## config.mk

```make
export PLATFORM = sky130hd
export DESIGN_NAME = wpdc_frame
export DESIGN_NICKNAME = d
export VERILOG_FILES = /design/src/rtl/core/wpdc_pkg.sv /design/src/rtl/core/wpdc_frame.sv
export SDC_FILE = /design/constraint.sdc
export NUM_CORES = 1
export LEC_CHECK = 0
export ABC_CLOCK_PERIOD_IN_PS = 6100
export BUFFER_PORTS_ARGS = -buffer_cell sky130_fd_sc_hd__buf_2
export CELL_PAD_IN_SITES_DETAIL_PLACEMENT = 0
export CELL_PAD_IN_SITES_GLOBAL_PLACEMENT = 2
export CORE_MARGIN = 4
export CORE_UTILIZATION = 28
export CTS_CLUSTER_SIZE = 14
export DETAILED_ROUTE_END_ITERATION = 7
export PLACE_DENSITY_LB_ADDON = 0.12
export SLEW_MARGIN = 30
export SYNTH_ARGS = -nofsm -noshare
export SYNTH_HDL_FRONTEND = slang
export SYNTH_SLANG_ARGS = --single-unit
```

## constraint.sdc

```tcl
create_clock -name aclk -period 6.1 [get_ports aclk]
set_input_delay 0.305 -clock aclk [delete_from_list [all_inputs] [get_ports aclk]]
set_output_delay 0.305 -clock aclk [all_outputs]
set_load 0.02 [all_outputs]
```

## src/rtl/core/wpdc_pkg.sv

```systemverilog
// Shared types, register codes and field widths for the word packet deframer/checker.
package wpdc_pkg;

    localparam int WORD_W           = 32;
    localparam int INDEX_W          = 8;
    localparam int FLAGS_W          = 6;
    localparam int CFG_INDEX_W      = 3;
    localparam int CFG_DATA_W       = 64;
    localparam int TYPE_CODES       = 5;
    localparam int PKT_LEN_DEF      = 140;

    // Result packing: index, word, event, kind, origin, unit, flags, zero pad
    localparam int RES_BITS   = INDEX_W + 5 * WORD_W + FLAGS_W;
    localparam int M_TDATA_W  = ((RES_BITS + 7) / 8) * 8;

    // Error flag bit positions
    localparam int FLAG_SIZE      = 0;
    localparam int FLAG_DATE      = 1;
    localparam int FLAG_TYPE      = 2;
    localparam int FLAG_CHECKSUM  = 3;
    localparam int FLAG_FOOTER    = 4;
    localparam int FLAG_MISPLACED = 5;

    typedef enum logic [CFG_INDEX_W-1:0] {
        REG_HEADER      = 3'd0,
        REG_FOOTER      = 3'd1,
        REG_SIZE        = 3'd2,
        REG_DATE        = 3'd3,
        REG_TYPE_PAIR_A = 3'd4,
        REG_TYPE_PAIR_B = 3'd5,
        REG_TYPE_FIFTH  = 3'd6
    } cfg_reg_t;

    typedef struct packed {
        logic [WORD_W-1:0] header_code;
        logic [WORD_W-1:0] footer_code;
        logic [WORD_W-1:0] size_code;
        logic [WORD_W-1:0] date_code;
        logic [TYPE_CODES-1:0][WORD_W-1:0] type_codes;
    } cfg_t;

    typedef struct packed {
        logic               is_status;
        logic [INDEX_W-1:0] payload_index;
        logic [WORD_W-1:0]  payload_word;
        logic [WORD_W-1:0]  evt_num;
        logic [WORD_W-1:0]  packet_kind;
        logic [WORD_W-1:0]  origin_word;
        logic [WORD_W-1:0]  unit_id;
        logic [FLAGS_W-1:0] error_flags;
    } result_t;

    typedef enum logic [1:0] {
        ST_HUNT  = 2'b01,
        ST_FRAME = 2'b10
    } frame_state_t;

endpackage

```

## src/rtl/core/wpdc_frame.sv

```systemverilog
// Input register, packet framing state, checksum and field checks.
module wpdc_frame #(
    parameter int PKT_LEN = wpdc_pkg::PKT_LEN_DEF
) (
    input  logic                           aclk,
    input  logic                           aresetn,
    input  wpdc_pkg::cfg_t                 cfg,
    input  logic                           s_valid,
    output logic                           s_ready,
    input  logic [wpdc_pkg::WORD_W-1:0]    s_word,
    input  logic                           res_ready,
    output logic                           res_valid,
    output wpdc_pkg::result_t              res
);
    import wpdc_pkg::*;

    localparam int POS_W = $clog2(PKT_LEN);
    localparam logic [POS_W-1:0] POS_SIZE     = POS_W'(1);
    localparam logic [POS_W-1:0] POS_DATE     = POS_W'(2);
    localparam logic [POS_W-1:0] POS_TYPE     = POS_W'(3);
    localparam logic [POS_W-1:0] POS_EVENT    = POS_W'(4);
    localparam logic [POS_W-1:0] POS_ORIGIN   = POS_W'(5);
    localparam logic [POS_W-1:0] POS_PAYLOAD  = POS_W'(6);
    localparam logic [POS_W-1:0] POS_LAST_PL  = POS_W'(PKT_LEN - 4);
    localparam logic [POS_W-1:0] POS_UNIT     = POS_W'(PKT_LEN - 3);
    localparam logic [POS_W-1:0] POS_CHECKSUM = POS_W'(PKT_LEN - 2);

    logic              in_vld_reg, in_vld_next;
    logic [WORD_W-1:0] in_word_reg;

    frame_state_t      state_reg, state_next;
    logic [POS_W-1:0]  pos_reg, pos_next;
    logic [WORD_W-1:0] sum_reg, sum_next;
    logic              misplaced_reg, misplaced_next;
    logic [2:0]        ferr_reg, ferr_next;
    logic [WORD_W-1:0] event_reg, event_next;
    logic [WORD_W-1:0] kind_reg, kind_next;
    logic [WORD_W-1:0] origin_reg, origin_next;
    logic [WORD_W-1:0] unit_reg, unit_next;
    logic [WORD_W-1:0] csum_reg, csum_next;

    logic              step;
    logic              is_hdr;
    logic              type_ok;
    logic [POS_W-1:0]  pl_index;
    logic [WORD_W-1:0] w;

    assign w       = in_word_reg;
    assign step    = in_vld_reg && res_ready;
    assign s_ready = !in_vld_reg || res_ready;
    assign is_hdr  = (w == cfg.header_code);
    assign pl_index = pos_reg - POS_PAYLOAD;

    always_comb begin
        type_ok = 1'b0;
        for (int i = 0; i < TYPE_CODES; i++) begin
            if (w == cfg.type_codes[i]) type_ok = 1'b1;
        end
    end

    always_comb begin
        in_vld_next = in_vld_reg;
        if (s_valid && s_ready) begin
            in_vld_next = 1'b1;
        end else if (step) begin
            in_vld_next = 1'b0;
        end
    end

    always_comb begin
        state_next     = state_reg;
        pos_next       = pos_reg;
        sum_next       = sum_reg;
        misplaced_next = misplaced_reg;
        ferr_next      = ferr_reg;
        event_next     = event_reg;
        kind_next      = kind_reg;
        origin_next    = origin_reg;
        unit_next      = unit_reg;
        csum_next      = csum_reg;
        res_valid      = 1'b0;
        res            = '0;

        if (step) begin
            unique case (state_reg)
                ST_HUNT: begin
                    if (is_hdr) begin
                        misplaced_next = 1'b0;
                        state_next     = ST_FRAME;
                        pos_next       = POS_SIZE;
                        sum_next       = w;
                        ferr_next      = '0;
                    end
                end
                ST_FRAME: begin
                    if (is_hdr) begin
                        // header inside a packet: restart framing here
                        misplaced_next = 1'b1;
                        pos_next       = POS_SIZE;
                        sum_next       = w;
                        ferr_next      = '0;
                    end else begin
                        if (pos_reg != POS_CHECKSUM) sum_next = sum_reg + w;
                        pos_next = pos_reg + POS_W'(1);
                        priority if (pos_reg == POS_SIZE) begin
                            if (w != cfg.size_code) ferr_next[FLAG_SIZE] = 1'b1;
                        end else if (pos_reg == POS_DATE) begin
                            if (w != cfg.date_code) ferr_next[FLAG_DATE] = 1'b1;
                        end else if (pos_reg == POS_TYPE) begin
                            kind_next = w;
                            if (!type_ok) ferr_next[FLAG_TYPE] = 1'b1;
                        end else if (pos_reg == POS_EVENT) begin
                            event_next = w;
                        end else if (pos_reg == POS_ORIGIN) begin
                            origin_next = w;
                        end else if (pos_reg <= POS_LAST_PL) begin
                            res_valid         = 1'b1;
                            res.payload_index = INDEX_W'(pl_index);
                            res.payload_word  = w;
                        end else if (pos_reg == POS_UNIT) begin
                            unit_next = w;
                        end else if (pos_reg == POS_CHECKSUM) begin
                            csum_next = w;
                        end else begin
                            // footer: sum already includes this word
                            res_valid        = 1'b1;
                            res.is_status    = 1'b1;
                            res.evt_num      = event_reg;
                            res.packet_kind  = kind_reg;
                            res.origin_word  = origin_reg;
                            res.unit_id      = unit_reg;
                            res.error_flags[FLAG_SIZE]      = ferr_reg[FLAG_SIZE];
                            res.error_flags[FLAG_DATE]      = ferr_reg[FLAG_DATE];
                            res.error_flags[FLAG_TYPE]      = ferr_reg[FLAG_TYPE];
                            res.error_flags[FLAG_CHECKSUM]  = (csum_reg != sum_next);
                            res.error_flags[FLAG_FOOTER]    = (w != cfg.footer_code);
                            res.error_flags[FLAG_MISPLACED] = misplaced_reg;
                            state_next = ST_HUNT;
                            pos_next   = '0;
                        end
                    end
                end
                default: state_next = ST_HUNT;
            endcase
        end
    end

    always_ff @(posedge aclk) begin
        if (!aresetn) begin
            in_vld_reg    <= 1'b0;
            state_reg     <= ST_HUNT;
            pos_reg       <= '0;
            sum_reg       <= '0;
            misplaced_reg <= 1'b0;
            ferr_reg      <= '0;
        end else begin
            in_vld_reg    <= in_vld_next;
            state_reg     <= state_next;
            pos_reg       <= pos_next;
            sum_reg       <= sum_next;
            misplaced_reg <= misplaced_next;
            ferr_reg      <= ferr_next;
        end
    end

    always_ff @(posedge aclk) begin
        if (s_valid && s_ready) in_word_reg <= s_word;
        event_reg  <= event_next;
        kind_reg   <= kind_next;
        origin_reg <= origin_next;
        unit_reg   <= unit_next;
        csum_reg   <= csum_next;
    end

endmodule

```

# Word level (Yosys, flattened, before mapping)
# Cells that the tools add are included.
# word_totals
register_bits	239
word_cells	156
# classes
n_reduce_logical	17
bitwise_logic	8
addsub	3
n_mux	74
n_eq_ne	39
magnitude_cmp	1
# ops
op	n
2-to-1 mux 175 bit	8
2-to-1 mux 134 bit	3
equality test 32 bit	6
2-to-1 mux 32 bit	6
inequality test 32 bit	4
2-to-1 mux 8 bit	10
one-hot mux 32 bit (2 select lines)	1
2-to-1 mux 40 bit	1
adder 32 bit	1
2-to-1 mux 1 bit	28
inequality test 3 bit, second input constant	8
2-to-1 mux 2 bit	11
inequality test 2 bit, second input constant	11
AND reduction 11 bit	2
equality test 8 x 2 -> 1 bit, second input constant	2
equality test 8 x 3 -> 1 bit, second input constant	2
equality test 8 bit, second input constant	2
one-hot mux 8 bit (2 select lines)	1
AND reduction 7 bit	2
AND reduction 6 bit	2
AND reduction 10 bit	1
adder 8 x 1 -> 8 bit, second input constant	1
equality test 8 x 1 -> 1 bit, second input constant	1
less-or-equal comparator 8 bit, second input constant	1
other kinds (17)	27

# Depth between registers and ports, before layout
# depth
depth_word	17
ltp_mapped	15
mapped_depth_nobuf	14

# Worst setup path after synthesis
# Ideal clock, no wire load.
# synth_path
path_kind	flip-flop to flip-flop
startpoint	register in_word_reg[31]
endpoint	register csum_reg[0] (enable)
arrival_time_ps	5276
slack_ps	322
required_ps	5598
path_stages_with_launch	10
path_buffers	2
cell_sequence	edfxtp_1 > clkbuf_1 > xnor2_1 > nand4_1 > nor4_1 > a21oi_1 > clkinv_1 > nor3_1 > clkbuf_1 > nor4bb_1
# synth_between
elab_chain_len	3
# synth_lines
element	line	source
start, declared	wpdc_frame.sv:29	logic [WORD_W-1:0] in_word_reg;
start signal, assigned	wpdc_frame.sv:167	if (s_valid && s_ready) in_word_reg <= s_word;
equality test 32 bit	wpdc_frame.sv:51	assign is_hdr = (w == cfg.header_code);
inverter 1 bit (no line)	--	
AND reduction 11 bit (no line)	--	
end signal, assigned	wpdc_frame.sv:172	csum_reg <= csum_next;
end, declared	wpdc_frame.sv:40	logic [WORD_W-1:0] csum_reg, csum_next;
# No other way between the ends.
# A chain may end at the register's enable or synchronous reset.

==> reports/qor.yml <==
status: "completed"
die_h_um: 244
grt_pass1_wl_mm: 106
place_ws_ns: 1.57
htreeDepth: 1
finalNetCount: 2401
dp_hpwl_mm: 56.5
yosysMostFrequentCell: "xnor2_1"
wl_per_cell_um: 26.8
grt_max_degree: 134
numClockSinks: 239
ios: 501
cts_tree: "built"
peakVddDrop_mv: 0.192
port_buffers: 500
synth_top_cell_by_area: "edfxtp_1"
ys_top_cells_by_count: "xnor2_1 (194), edfxtp_1 (192), xor2_1 (155)"
synth_edf_count: 192
drc_errors: 0
core_sq_mm: 0.0551
drt_first_pass_iters: 4
fin_crit_ns: 5.18
start_util: 0.283
drv_cap: 0
avgViaCountPerCell: 5.03
rr_worst_depth: 11
num_rows: 86
postSynthCellCount: 1532
tightest_slew_ns: 0.949
synth_area_sq_mm: 0.0156
slowest_delay_ns: 0.74
hold_ws_ns: 0.0259
max_freq_mhz: 193
r2r-start: "in_word_reg[0]$_DFFE_PP_"
total_leakage_power_nw: 8.66
powerDensity_mw_per_mm2: 200
routabilityCongestion: 0.878
slew_violations: 0
die_area_sq_mm: 0.0595
cts-root-buf: "clkbuf_16"
clk_latency_ns: 0.55
rsz0062_at_grt: "false"
critPathSlowestCell: "o311ai_0"
antenna_found_initial: 13
worstHoldStart: "s_word[3]"
synth_top_area_share: 0.370
synthesis.yosys.warnings: 0
totalNegativeSetupSlack_ns: 0
syn2layout_area_growth_pct: 30.3
reg2reg_to: "sum_reg[17]$_SDFFE_PN0P_"
final.setup_skew_ns: 0.0118
required_ns: 5.79
cp.arrival_ns: 4.88
route.vias.total: 14200
synth_seq_cells: 239
routed_wl_mm: 75.4
die_x_um: 244
avgSynthCellArea_sq_um: 10.2
cts-hold-fix-buffers: 32
grt_overflow: 0
clk_pin_slew_worst_paths_ns: 0.06
final.setup.worst_slack_ns: 0.916
ys_types: 85
synthArstFlopShare: 0
rrSetupSlack_ns: 1.94
cp_max_fo: 16
drive_gt1_frac: 0.305
yosys_most_used_dff: "edfxtp_1"
cts_resized: 0
worstHoldPathType: "in2reg"
path_class: "reg2out"
worstPathCellList: "buf_4 -> ha_1 -> nor2b_1 -> o21a_4 -> o21ai_0 -> o311ai_0 -> a21oi_1 -> o31ai_1 -> xor2_1 -> mux2i_1 -> xor2_1 -> nand4_1 -> o31a_1 -> buf_2"
grt_pass1_vias: 14500
ant_nets: 0
p_total_mw: 4.07
clk_path_buf_depth: 3
synth_nets: 1893
post_cts_buffers: 0
startpoint_type: "flop"
min_to: "in_word_reg[3]$_DFFE_PP_"
setup-violations-final: 0
whs_path_depth: 1
gr-usage-all-layers: 0.242
drtIter0Drc: 907
maxSlewHeadroom: 0.367
cpMostUsedCell: "xor2_1"
hold_viol_final: 0
ys_seq_area_frac: 0.430
cts_made_buffers: 27
netlist_top_cells_area: "edfxtp_1 (37%), xnor2_1 (11%), xor2_1 (8.7%)"
period_share: 0.850
cp-end-kind: "output port"
[stage by stage]
stage / utilization / cell area, sq um / cells
floorplan: - / 15600 / 1532
global placement: 0.346 / 19100 / 2727
detailed placement: 0.346 / 19100 / 2727
CTS: 0.368 / 20300 / 2808
global route: 0.368 / 20300 / 2811
finish: 0.369 / 20300 / 2817
[cells in the final DEF, fill, tap and decap left out, types with 5 or more instances in the layout]
cell type      count
o21a_1             6
xnor2_1          194
dfxtp_1           47
o2111ai_1          5
nand3_1           17
clkbuf_1           9
xor2_1           155
nor4_1            45
o22ai_1            6
and2_1            47
a21o_1             7
nand2_1           78
or3_1              9
mux2i_1           14
a21boi_0          11
or4_1              5
buf_4             46
dlygate4sd3_1     32
a21oi_1           55
buf_2            500
nand4_1           59
diode_2            9
a31oi_1            5
o211ai_1          18
o211a_1            7
edfxtp_1         192
ha_1              36
a211oi_1          12
nor3b_1            5
and3_1           138
inv_1             13
o31ai_1            5
nor3_1            15
o21ai_0           58
nor2_1            67
clkbuf_16         27
o221a_2            5
nor2b_1           12
[power breakdown]
group          internal, mW  switching [mW]  leakage, nW
registers              1.78          0.0230         2.13
clock network         0.999           0.678        0.429
logic                 0.257           0.334         6.10
total                  3.03            1.04         8.66
[worst max-delay path, delay by kind of cell (launching register included)]
family,cells,cell delay (ns)
compound gates,6,2.13
buf+inv,2,0.45
fa+ha+maj,1,0.42
simple gates,2,0.40
flops,1,0.39
xor+xnor,2,0.30
mux,1,0.24
[final cells by class]
type | instances | area, sq um
fillers | 5720 | 34800
multi-input cells | 1178 | 8500
flip-flops and latches | 239 | 6710
repair buffers | 580 | 3200
well taps | 748 | 936
clock buffers | 37 | 723
clock inverters | 12 | 175
inverters | 14 | 52.6
diodes | 9 | 22.5
[routing by layer]
metal | up-vias | track usage | share of wire
met4 | 10 | 0.0592 | 0.024
met1 | 6877 | 0.316 | 0.43
met5 | - | 0 | 0.00073
li1 | 6611 | - | -
met3 | 104 | 0.0520 | 0.067
met2 | 558 | 0.411 | 0.48
[worst max-delay path by stage]
stage,startpoint,endpoint,slack [ns],depth (start not counted)
floorplan,in_word_reg[31]$_DFFE_PP_,csum_reg[0]$_DFFE_PP_,0.32,9
CTS,in_word_reg[2]$_DFFE_PP_,res[3],0.94,14
finish,in_word_reg[2]$_DFFE_PP_,res[3],0.92,14
global route,sum_reg[0]$_SDFFE_PN0P_,res[3],0.62,15
global placement,in_word_reg[0]$_DFFE_PP_,sum_reg[17]$_SDFFE_PN0P_,1.51,11
detailed placement,pos_reg[4]$_SDFFE_PN0P_,res[3],1.57,12
[cells by family after synthesis]
family | Yosys count | synth area share
AOI/OAI and AO/OA | 242 | 0.107
DFF | 239 | 0.430
and+or+nand+nor | 531 | 0.192
buffers and inverters | 115 | 0.0291
xor gates and xnor gates | 353 | 0.202
adders and majority gates | 37 | 0.0302
muxes | 15 | 0.00971
Note: power is estimated with default switching activity, not from simulation.
